### src/rtl/core/dma2d_pkg.sv
`timescale 1ns / 1ps
// ----------------------------------------------------------------------------
// dma2d_pkg: shared types and constants
// Payload structs, descriptor layout, command and mode codes, controller
// states and the control/status bundles between controller and datapath.
// ----------------------------------------------------------------------------
package dma2d_pkg;

    // field widths fixed by the channel payloads
    localparam int ADDRESS_BITS = 16;
    localparam int COUNT_BITS   = 16;
    localparam int DATA_BITS    = 32;
    localparam int ENTRY_BITS   = 4;

    // default descriptor table depth
    localparam int DESCRIPTOR_DEPTH_DEF = 16;

    // command codes
    localparam logic [1:0] CMD_TICK  = 2'd0;
    localparam logic [1:0] CMD_WRITE = 2'd1;
    localparam logic [1:0] CMD_START = 2'd2;

    // descriptor modes
    localparam logic [1:0] MODE_SUSPENDED = 2'd0;
    localparam logic [1:0] MODE_TRANSFER  = 2'd1;
    localparam logic [1:0] MODE_WAIT      = 2'd2;

    // direction register values
    localparam logic DIR_MEM_TO_STREAM = 1'b0;
    localparam logic DIR_STREAM_TO_MEM = 1'b1;

    // incoming request
    typedef struct packed {
        logic [1:0]              command;
        logic [DATA_BITS-1:0]    stream_data;
        logic [ENTRY_BITS-1:0]   entry_index;
        logic [ENTRY_BITS-1:0]   next_entry;
        logic [ADDRESS_BITS-1:0] start_address;
        logic [1:0]              entry_mode;
        logic [COUNT_BITS-1:0]   row_length;
        logic [ADDRESS_BITS-1:0] element_stride;
        logic [COUNT_BITS-1:0]   extra_rows;
        logic [ADDRESS_BITS-1:0] row_stride;
    } cmd_item_t;

    // outgoing result
    typedef struct packed {
        logic                    access_valid;
        logic                    access_write;
        logic [ADDRESS_BITS-1:0] access_address;
        logic [DATA_BITS-1:0]    write_word;
        logic                    stream_clear;
        logic                    descriptor_done;
        logic [ENTRY_BITS-1:0]   active_entry;
    } result_t;

    // one descriptor table entry
    typedef struct packed {
        logic [ENTRY_BITS-1:0]   next_entry;
        logic [ADDRESS_BITS-1:0] start_address;
        logic [1:0]              mode;
        logic [COUNT_BITS-1:0]   x_count;
        logic [ADDRESS_BITS-1:0] x_step;
        logic [COUNT_BITS-1:0]   y_count;
        logic [ADDRESS_BITS-1:0] y_step;
    } desc_t;

    // controller states
    typedef enum logic [2:0] {
        ST_IDLE,
        ST_FETCH,
        ST_EXEC,
        ST_RELOAD_RD,
        ST_RELOAD_SET,
        ST_PUSH
    } ctrl_state_t;

    // controller to datapath
    typedef struct packed {
        logic capture;
        logic fetch;
        logic exec;
        logic reload_set;
        logic push;
    } dp_ctrl_t;

    // datapath to controller
    typedef struct packed {
        logic [1:0] command;
        logic       tick_done;
        logic       out_free;
    } dp_stat_t;

endpackage

### src/rtl/core/dma2d_ctrl.sv
`timescale 1ns / 1ps
// ----------------------------------------------------------------------------
// dma2d_ctrl: request sequencer
// Walks each request through capture, descriptor fetch, execute, optional
// counter reload from a new descriptor, and hand-off to the output register.
// ----------------------------------------------------------------------------
module dma2d_ctrl
(
    input  logic                clk,
    input  logic                rst_n,
    input  logic                cmd_valid,
    input  dma2d_pkg::dp_stat_t stat,
    output dma2d_pkg::dp_ctrl_t ctrl,
    output logic                cmd_stall
);

    dma2d_pkg::ctrl_state_t state_reg;
    dma2d_pkg::ctrl_state_t state_next;

    // state register
    always_ff @(posedge clk or negedge rst_n)
    begin
        if (!rst_n)
        begin
            state_reg <= dma2d_pkg::ST_IDLE;
        end
        else
        begin
            state_reg <= state_next;
        end
    end

    // next state and datapath commands
    always_comb
    begin
        state_next      = state_reg;
        ctrl            = '0;
        cmd_stall       = 1'b1;
        case (state_reg)
            dma2d_pkg::ST_IDLE:
            begin
                cmd_stall    = 1'b0;
                ctrl.capture = cmd_valid;
                if (cmd_valid)
                begin
                    state_next = dma2d_pkg::ST_FETCH;
                end
            end
            dma2d_pkg::ST_FETCH:
            begin
                ctrl.fetch = 1'b1;
                state_next = dma2d_pkg::ST_EXEC;
            end
            dma2d_pkg::ST_EXEC:
            begin
                ctrl.exec = 1'b1;
                if (stat.command == dma2d_pkg::CMD_START ||
                    (stat.command == dma2d_pkg::CMD_TICK && stat.tick_done))
                begin
                    state_next = dma2d_pkg::ST_RELOAD_RD;
                end
                else
                begin
                    state_next = dma2d_pkg::ST_PUSH;
                end
            end
            dma2d_pkg::ST_RELOAD_RD:
            begin
                ctrl.fetch = 1'b1;
                state_next = dma2d_pkg::ST_RELOAD_SET;
            end
            dma2d_pkg::ST_RELOAD_SET:
            begin
                ctrl.reload_set = 1'b1;
                state_next      = dma2d_pkg::ST_PUSH;
            end
            dma2d_pkg::ST_PUSH:
            begin
                ctrl.push = 1'b1;
                if (stat.out_free)
                begin
                    state_next = dma2d_pkg::ST_IDLE;
                end
            end
            default:
            begin
                state_next = dma2d_pkg::ST_IDLE;
            end
        endcase
    end

endmodule

### src/rtl/core/dma2d_datapath.sv
`timescale 1ns / 1ps
// ----------------------------------------------------------------------------
// dma2d_datapath: descriptor table, counters and output register
// Holds the descriptor memory, the executing entry, the word address and the
// row/tick counters, forms each result and keeps it until it is taken.
// ----------------------------------------------------------------------------
module dma2d_datapath
#(
    parameter int DESCRIPTOR_DEPTH = dma2d_pkg::DESCRIPTOR_DEPTH_DEF
)
(
    input  logic                 clk,
    input  logic                 rst_n,
    input  dma2d_pkg::dp_ctrl_t  ctrl,
    output dma2d_pkg::dp_stat_t  stat,
    input  dma2d_pkg::cmd_item_t cmd_data,
    input  logic                 cfg_valid,
    input  logic                 cfg_ready,
    input  logic                 cfg_data,
    output logic                 res_valid,
    input  logic                 res_stall,
    output dma2d_pkg::result_t   res_data
);

    localparam int IDX_W = (DESCRIPTOR_DEPTH > 1) ? $clog2(DESCRIPTOR_DEPTH) : 1;

    // descriptor memory, no reset
    dma2d_pkg::desc_t mem [DESCRIPTOR_DEPTH];

    dma2d_pkg::cmd_item_t item_reg;
    dma2d_pkg::desc_t     rdata_reg;
    logic                 rzero_reg;
    logic                 dir_reg;
    logic                 dir_next;
    logic                 init0_reg;
    logic                 init0_next;
    logic [dma2d_pkg::ENTRY_BITS-1:0]   entry_reg;
    logic [dma2d_pkg::ENTRY_BITS-1:0]   entry_next;
    logic [dma2d_pkg::ADDRESS_BITS-1:0] addr_reg;
    logic [dma2d_pkg::ADDRESS_BITS-1:0] addr_next;
    logic [dma2d_pkg::COUNT_BITS-1:0]   ticks_reg;
    logic [dma2d_pkg::COUNT_BITS-1:0]   ticks_next;
    logic [dma2d_pkg::COUNT_BITS-1:0]   rows_reg;
    logic [dma2d_pkg::COUNT_BITS-1:0]   rows_next;
    dma2d_pkg::result_t   res_reg;
    dma2d_pkg::result_t   res_next;
    dma2d_pkg::result_t   out_reg;
    logic                 out_valid_reg;
    logic                 out_valid_next;

    dma2d_pkg::desc_t     cur;
    dma2d_pkg::desc_t     wdesc;
    logic                 is_active;
    logic                 reload;
    logic                 wr_hit;
    logic [IDX_W-1:0]     ridx;
    logic [IDX_W-1:0]     widx;
    logic [dma2d_pkg::COUNT_BITS-1:0]   ticks_dec;
    logic [dma2d_pkg::COUNT_BITS-1:0]   ticks_upd;
    logic [dma2d_pkg::COUNT_BITS-1:0]   rows_upd;
    logic [dma2d_pkg::ADDRESS_BITS-1:0] addr_step;
    logic [dma2d_pkg::ADDRESS_BITS-1:0] addr_upd;
    logic                 tick_done;
    logic                 out_free;

    // descriptor seen by the sequencer: unwritten entry 0 and entries past
    // the table read as a suspended all-zero descriptor
    assign cur = rzero_reg ? '0 : rdata_reg;

    assign ridx  = IDX_W'(entry_reg);
    assign widx  = IDX_W'(item_reg.entry_index);
    assign wr_hit = ctrl.exec && (item_reg.command == dma2d_pkg::CMD_WRITE) &&
                    (int'(item_reg.entry_index) < DESCRIPTOR_DEPTH);

    // descriptor built from a write request
    always_comb
    begin
        wdesc.next_entry    = item_reg.next_entry;
        wdesc.start_address = item_reg.start_address;
        wdesc.mode          = item_reg.entry_mode;
        wdesc.x_count       = item_reg.row_length;
        wdesc.x_step        = item_reg.element_stride;
        wdesc.y_count       = item_reg.extra_rows;
        wdesc.y_step        = item_reg.row_stride;
    end

    // table write and registered read
    always_ff @(posedge clk)
    begin
        if (wr_hit)
        begin
            mem[widx] <= wdesc;
        end
        if (ctrl.fetch)
        begin
            rdata_reg <= mem[ridx];
            rzero_reg <= (int'(entry_reg) >= DESCRIPTOR_DEPTH) ||
                         ((entry_reg == '0) && !init0_reg);
        end
    end

    // request capture, result register and output register
    always_ff @(posedge clk)
    begin
        if (ctrl.capture)
        begin
            item_reg <= cmd_data;
        end
        if (ctrl.exec)
        begin
            res_reg <= res_next;
        end
        if (ctrl.push && out_free)
        begin
            out_reg <= res_reg;
        end
    end

    // tick arithmetic: one tick decrement, one row decrement, one address add
    always_comb
    begin
        is_active = (cur.mode == dma2d_pkg::MODE_TRANSFER) ||
                    (cur.mode == dma2d_pkg::MODE_WAIT);
        ticks_dec = ticks_reg - 1'b1;
        reload    = (ticks_dec == '0) && (rows_reg != '0);
        ticks_upd = reload ? cur.x_count : ticks_dec;
        rows_upd  = reload ? rows_reg - 1'b1 : rows_reg;
        addr_step = reload ? cur.y_step : cur.x_step;
        addr_upd  = ((ticks_dec == '0) && !reload) ? addr_reg : addr_reg + addr_step;
        tick_done = is_active && (ticks_upd == '0) && (rows_upd == '0);
    end

    // next state of counters and result
    always_comb
    begin
        dir_next       = dir_reg;
        init0_next     = init0_reg;
        entry_next     = entry_reg;
        addr_next      = addr_reg;
        ticks_next     = ticks_reg;
        rows_next      = rows_reg;
        res_next       = '0;
        out_valid_next = out_valid_reg;

        if (cfg_valid && cfg_ready)
        begin
            dir_next = cfg_data;
        end

        if (ctrl.exec)
        begin
            case (item_reg.command)
                dma2d_pkg::CMD_TICK:
                begin
                    if (is_active)
                    begin
                        ticks_next = ticks_upd;
                        rows_next  = rows_upd;
                        addr_next  = addr_upd;
                        if (cur.mode == dma2d_pkg::MODE_TRANSFER)
                        begin
                            res_next.access_valid   = 1'b1;
                            res_next.access_write   = dir_reg;
                            res_next.access_address = addr_reg;
                            if (dir_reg == dma2d_pkg::DIR_STREAM_TO_MEM)
                            begin
                                res_next.write_word = item_reg.stream_data;
                            end
                        end
                        if (tick_done)
                        begin
                            entry_next               = cur.next_entry;
                            res_next.descriptor_done = 1'b1;
                        end
                    end
                    else if (dir_reg == dma2d_pkg::DIR_MEM_TO_STREAM)
                    begin
                        res_next.stream_clear = 1'b1;
                    end
                end
                dma2d_pkg::CMD_WRITE:
                begin
                    if (wr_hit && (item_reg.entry_index == '0))
                    begin
                        init0_next = 1'b1;
                    end
                end
                dma2d_pkg::CMD_START:
                begin
                    entry_next = '0;
                end
                default:
                begin
                    entry_next = entry_reg;
                end
            endcase
            res_next.active_entry = entry_next;
        end

        // counters reload from the newly selected descriptor
        if (ctrl.reload_set)
        begin
            addr_next  = cur.start_address;
            ticks_next = cur.x_count;
            rows_next  = cur.y_count;
        end

        // output register
        if (ctrl.push && out_free)
        begin
            out_valid_next = 1'b1;
        end
        else if (!res_stall)
        begin
            out_valid_next = 1'b0;
        end
    end

    // control registers
    always_ff @(posedge clk or negedge rst_n)
    begin
        if (!rst_n)
        begin
            dir_reg       <= dma2d_pkg::DIR_MEM_TO_STREAM;
            init0_reg     <= 1'b0;
            entry_reg     <= '0;
            addr_reg      <= '0;
            ticks_reg     <= '0;
            rows_reg      <= '0;
            out_valid_reg <= 1'b0;
        end
        else
        begin
            dir_reg       <= dir_next;
            init0_reg     <= init0_next;
            entry_reg     <= entry_next;
            addr_reg      <= addr_next;
            ticks_reg     <= ticks_next;
            rows_reg      <= rows_next;
            out_valid_reg <= out_valid_next;
        end
    end

    assign out_free       = !out_valid_reg || !res_stall;
    assign res_valid      = out_valid_reg;
    assign res_data       = out_reg;
    assign stat.command   = item_reg.command;
    assign stat.tick_done = tick_done;
    assign stat.out_free  = out_free;

`ifndef ASSERT_OFF
    // execute always works on freshly fetched descriptor data
    a_exec_after_fetch: assert property (@(posedge clk) disable iff (!rst_n)
        ctrl.exec |-> $past(ctrl.fetch))
        else $error("execute without descriptor fetch");

    // counter reload uses the descriptor read in the previous cycle
    a_reload_after_fetch: assert property (@(posedge clk) disable iff (!rst_n)
        ctrl.reload_set |-> $past(ctrl.fetch))
        else $error("counter reload without descriptor fetch");

    // a push into a free output slot shows a result next cycle
    a_push_lands: assert property (@(posedge clk) disable iff (!rst_n)
        (ctrl.push && out_free) |=> out_valid_reg)
        else $error("pushed result did not reach output register");

    // a finished descriptor reports the entry it chained to
    a_done_entry: assert property (@(posedge clk) disable iff (!rst_n)
        (ctrl.exec && item_reg.command == dma2d_pkg::CMD_TICK && tick_done)
        |=> (res_reg.descriptor_done && res_reg.active_entry == entry_reg))
        else $error("descriptor done result does not match executing entry");
`endif

endmodule

### src/rtl/core/descriptor_chain_dma_2d.sv
`timescale 1ns / 1ps
// ----------------------------------------------------------------------------
// descriptor_chain_dma_2d: descriptor-chained 2D DMA address sequencer
// Usage:
//   cmd channel (cmd_valid, cmd_stall, cmd_data) takes one request: a tick,
//   a descriptor table write, or a start at entry 0.
//   res channel (res_valid, res_stall, res_data) returns exactly one result
//   per request: access flags, address, write word, stream clear, descriptor
//   done and the entry executing afterwards.
//   cfg channel (cfg_valid, cfg_ready, cfg_data) writes the direction bit;
//   cfg_ready is always high, write it only while the block is idle.
// Steps: a request is captured, its descriptor read from the table, then
//   executed and handed to the output register; when a descriptor finishes
//   or a start reloads the counters, the table read of the new entry and the
//   counter load come between execute and the output register.
// Requests: one at a time; the next is taken the cycle after the result
//   moves into the output register.
// Reset: direction memory-to-stream, entry 0 suspended, counters zero.
// Stall: a held result keeps res_data stable; a new request may be taken
//   meanwhile but its result waits until the output register frees up.
// ----------------------------------------------------------------------------
module descriptor_chain_dma_2d
#(
    parameter int DESCRIPTOR_DEPTH = dma2d_pkg::DESCRIPTOR_DEPTH_DEF
)
(
    input  logic                 clk,
    input  logic                 rst_n,
    input  logic                 cmd_valid,
    output logic                 cmd_stall,
    input  dma2d_pkg::cmd_item_t cmd_data,
    output logic                 res_valid,
    input  logic                 res_stall,
    output dma2d_pkg::result_t   res_data,
    input  logic                 cfg_valid,
    output logic                 cfg_ready,
    input  logic                 cfg_data
);

    dma2d_pkg::dp_ctrl_t ctrl;
    dma2d_pkg::dp_stat_t stat;

    // direction register takes every write
    assign cfg_ready = 1'b1;

    // sequencer
    dma2d_ctrl u_ctrl
    (
        .clk       (clk),
        .rst_n     (rst_n),
        .cmd_valid (cmd_valid),
        .stat      (stat),
        .ctrl      (ctrl),
        .cmd_stall (cmd_stall)
    );

    // table, counters and output register
    dma2d_datapath
    #(
        .DESCRIPTOR_DEPTH (DESCRIPTOR_DEPTH)
    )
    u_datapath
    (
        .clk       (clk),
        .rst_n     (rst_n),
        .ctrl      (ctrl),
        .stat      (stat),
        .cmd_data  (cmd_data),
        .cfg_valid (cfg_valid),
        .cfg_ready (cfg_ready),
        .cfg_data  (cfg_data),
        .res_valid (res_valid),
        .res_stall (res_stall),
        .res_data  (res_data)
    );

endmodule
### config.mk
export PLATFORM = sky130hd
export DESIGN_NAME = descriptor_chain_dma_2d
export DESIGN_NICKNAME = d
export VERILOG_FILES = /design/src/rtl/core/dma2d_pkg.sv /design/src/rtl/core/dma2d_ctrl.sv /design/src/rtl/core/dma2d_datapath.sv /design/src/rtl/core/descriptor_chain_dma_2d.sv
export SDC_FILE = /design/constraint.sdc
export NUM_CORES = 2
export LEC_CHECK = 0
export BUFFER_PORTS_ARGS = -buffer_cell sky130_fd_sc_hd__buf_2
export CAP_MARGIN = 30
export CELL_PAD_IN_SITES_DETAIL_PLACEMENT = 1
export CELL_PAD_IN_SITES_GLOBAL_PLACEMENT = 1
export CORE_UTILIZATION = 40
export CTS_CLUSTER_DIAMETER = 50
export DETAILED_ROUTE_END_ITERATION = 12
export GPL_TIMING_DRIVEN = 0
export PLACE_DENSITY = 0.68
export SLEW_MARGIN = 20
export SYNTH_ARGS = -nofsm -noshare
export SYNTH_HDL_FRONTEND = slang
export SYNTH_SLANG_ARGS = --single-unit
export TNS_END_PERCENT = 5
### constraint.sdc
create_clock -name clk -period 22.2 [get_ports clk]
set_input_delay 4.44 -clock clk [delete_from_list [all_inputs] [get_ports clk]]
set_output_delay 4.44 -clock clk [all_outputs]
set_load 0.01 [all_outputs]
==> out/summary.log <==
[status] status finished, final reports clean
[sta] ratio of final minimum period to clock period 29.50%
[global_routing] antenna violations before repair 15
[layout] Reg area 52470 sq um
[clocking] clock tree root buffer cell sky130_fd_sc_hd__clkbuf_16
[synthesis] Yosys Warn Count 0
[sta] largest clock skew in the final design 0.04428 ns
[global_routing] first-pass GRT wire length 269300 um
[min_path] type of the worst min-delay path reg -> reg
[setup_path] type of the worst setup path reg -> out
[route] routed vias 36640
[clocking] number of gates resized after cts 0
[floorplan] Core ar. 167000 sq um
[synthesis] Post-synth top flop sky130_fd_sc_hd__edfxtp_1
[global_routing] maximum number of pins on one net before global-route repair 35
[clocking] CTS hold repair buffers 0
[route] starting DRC count in detailed routing 3825
[synthesis] Async SR Flop Fraction 3.301%
[route] remaining design rule violation count 0
[clocking] TritonCTS clock tree yes
[power] total leakage power 25.36 nW
[sta] final setup violation count 0
[floorplan] Cell Rows 150
[floorplan] Chip Width 412.1 um
[layout] area of combinational cells with multiple inputs 14140 sq um
[setup_path] largest fanout of any net on the critical path 10
[route] post-detailed-route wirelength per cell 29.22 um
[global_routing] vias in the first global route 38440
[setup_path] cell at the slowest stage of the critical path sky130_fd_sc_hd__or3_1
[route] post-detailed-route count of antenna-violating nets 0
[clocking] number of levels in the clock H-tree 4
[sta] unrepaired setup endpoints after global routing false
[job] count of maximum capacitance violations 0
[clocking] number of buffers added for setup after CTS 0
[sta] Slew @ Worst Pin 1.009 ns
[placement] final RePlAce weighted congestion 0.8515
[placement] post-DP HPWL 131500 um
[power] IR Drop Worst-Case VDD 0.00009724 V
[setup_path] cells traversed along the worst timing path clkbuf_1, or3_1, buf_2
[setup_path] highest cell delay on the worst timing path 0.44 ns
[floorplan] DIE HEIGHT 412.1 um
[clocking] number of clock buffers inserted by TritonCTS 191
[synthesis] count of flip-flops with a built-in enable after synthesis 1699
[clocking] clock-pin slew of the registers on the worst-case setup and hold paths 0.06 ns
[synthesis] average instance area after synthesis 18.97 sq um
[sta] slew margin rel. 32.10%
[layout] share of cells above drive strength 1 22.84%
[layout] number of flip-flops under the largest register name 1376
[power] Cell Pwr Density 105.5 nW/um^2
[layout] final design utilization 48.04%
[route] final WL 189000 um
[floorplan] Boundary Pins 189
[sta] top achievable clock speed 152.7 MHz
[layout] count of filler cells inserted in the layout 15560
[clocking] maximum root-to-sink buffer count 3
[synthesis] Distinct cells, synth 73
[floorplan] initial core utilization 40.27%
[sta] crit path time final 6.548 ns
[clocking] clk_lat worst skew 0.84 ns
[layout] Total Nets Final 4245
[synthesis] cell area after synthesis 67260 sq um
[setup_path] worst endpoint data arrival time 2.11 ns
[global_routing] total congestion overflow after global routing 0
[layout] area grow syn2layout 19.31%
[synthesis] flip-flop and latch count after synthesis 1757
[setup_path] kind of end point of the critical path primary output
[setup_path] endpoint required time on the critical path 17.76 ns
[route] vias per inst 5.666
[synthesis] number of instances in the synthesized netlist 3545
[sta] final-layout setup total negative slack 0 ns
[route] number of optimization iterations in the first detailed-route pass 5
[placement] IO buf count 187
[floorplan] area enclosed by the die boundary 169800 sq um
[clocking] clock sinks 1757
[global_routing] GRT Overall Usage 22.19%
[sta] Hold Fails Final Rpt 0
[sta] max-slew violations 0
[synthesis] synthesized netlist net count 3695
[synthesis] sequential element share of the synthesized area 78.01%
[setup_path] Setup crit start kind flip-flop
[synth_stat cells, types with 23 or more instances]
cell	n	share of area [%]
sky130_fd_sc_hd__edfxtp_1	1699	76
sky130_fd_sc_hd__mux2i_1	268	4.0
sky130_fd_sc_hd__o21ai_0	209	1.6
sky130_fd_sc_hd__mux4_2	182	6.1
sky130_fd_sc_hd__a21oi_1	149	1.1
sky130_fd_sc_hd__clkbuf_1	140	0.78
sky130_fd_sc_hd__nor2_1	128	0.71
sky130_fd_sc_hd__a22oi_1	86	0.96
sky130_fd_sc_hd__a221oi_1	77	1.0
sky130_fd_sc_hd__mux2_2	77	1.3
sky130_fd_sc_hd__nand2_1	70	0.39
sky130_fd_sc_hd__dfrtp_1	58	2.2
sky130_fd_sc_hd__buf_1	38	0.21
sky130_fd_sc_hd__and2_1	35	0.33
sky130_fd_sc_hd__nand3_1	34	0.25
sky130_fd_sc_hd__nor3_1	33	0.25
sky130_fd_sc_hd__xnor2_1	25	0.33
sky130_fd_sc_hd__and3_1	23	0.21
[worst max-delay path: cells and delay by family, from the launching register on]
kind	cells	cell delay (ns)
buffers and inverters	2	0.43
and+or+nand+nor	1	0.44
DFF	1	0.39
[power breakdown]
group	switching (mW)	leakage (nW)	internal (mW)
registers	0.252	16.1	3.97
clock network	1.36	3.09	1.85
logic	0.678	6.16	0.353
[area by class of cell]
class,instances,area share [%]
timing repair buffer,357,4.528
antenna,1,0.003118
tap,2204,3.436
clock inverter,118,1.642
buffer,186,0.9323
sequential,1757,65.38
clock buffer,241,6.370
inverter,17,0.08107
multi-input combinational,1585,17.63
[placed cells by master (no fill, tap or decap), types with 27 or more instances in the layout]
cell and n:
sky130_fd_sc_hd__clkbuf_1 169, sky130_fd_sc_hd__buf_16 38, sky130_fd_sc_hd__a22oi_1 86, sky130_fd_sc_hd__buf_12 41, sky130_fd_sc_hd__nor3_1 28, sky130_fd_sc_hd__nand3_1 34
sky130_fd_sc_hd__o21ai_0 209, sky130_fd_sc_hd__mux4_2 182, sky130_fd_sc_hd__a221oi_1 77, sky130_fd_sc_hd__clkinv_2 30, sky130_fd_sc_hd__buf_4 52, sky130_fd_sc_hd__buf_2 204
sky130_fd_sc_hd__clkinv_1 27, sky130_fd_sc_hd__dfrtp_1 58, sky130_fd_sc_hd__mux2_2 77, sky130_fd_sc_hd__edfxtp_1 1699, sky130_fd_sc_hd__mux2i_1 268, sky130_fd_sc_hd__buf_6 32
sky130_fd_sc_hd__nand2_1 70, sky130_fd_sc_hd__nor2_1 115, sky130_fd_sc_hd__clkbuf_16 195, sky130_fd_sc_hd__a21oi_1 148, sky130_fd_sc_hd__and2_1 35, sky130_fd_sc_hd__buf_1 29
[per-layer routing]
metal	routed length (um)	vias up	global-route usage, %
li1	-	15570	-
met1	77300	19330	29.49
met2	91680	1411	36.27
met3	13810	309	4.532
met4	6083	14	7.714
met5	78	-	0
[metrics by stage]
step           worst slack [ns]  std cells  total power, mW  hold WS (ns)  area [sq um]
6_report                  15.65       6466            8.465        0.4162         80250
4_1_cts                   15.58       6460            8.508        0.4163         80190
2_1_floorplan             12.00       3545            4.799        0.4003         67260
5_1_grt                   15.31       6465            8.728        0.4254         80250
3_3_place_gp              4.111       5936            5.252        0.4002         70950
3_5_place_dp              15.87       6101            5.308        0.4056         73760
[kinds of logic (layout without fill, tap and decap cells)]
kind of cell             after synthesis  count (layout)  share of synthesized area, %
AO/OA/AOI/OAI                        590             590                         5.536
XOR/XNOR                              36              36                        0.4688
adder cells (fa/ha/maj)               20              20                        0.3832
buffers and inverters                203             919                         1.170
flip-flops                          1757            1757                         78.01
multiplexers                         527             527                         11.37
other                                  1               2                      0.005575
AND/OR/NAND/NOR                      411             411                         3.055
[final timing paths]
path                                                  endpoint  depth (start not counted)                                start  slack (ns)
max                                                  cmd_stall                          3      u_ctrl.state_reg[2]$_DFFE_PN0P_       15.65
min                           u_datapath.res_data[4]$_DFFE_PP_                          0  u_datapath.res_reg[4]$_SDFFCE_PN0N_        0.42
max reg2reg                u_datapath.addr_reg[15]$_DFFE_PN0P_                         20  u_datapath.ticks_reg[8]$_DFFE_PN0P_       15.69
min reg2reg                   u_datapath.res_data[4]$_DFFE_PP_                          0  u_datapath.res_reg[4]$_SDFFCE_PN0N_        0.42
max in group asynchronous  u_datapath.entry_reg[1]$_DFFE_PN0N_                          2                                rst_n       18.10
min in group asynchronous   u_datapath.rows_reg[4]$_DFFE_PN0P_                          1                                rst_n        3.54
Note: power is estimated with default switching activity, not from simulation.
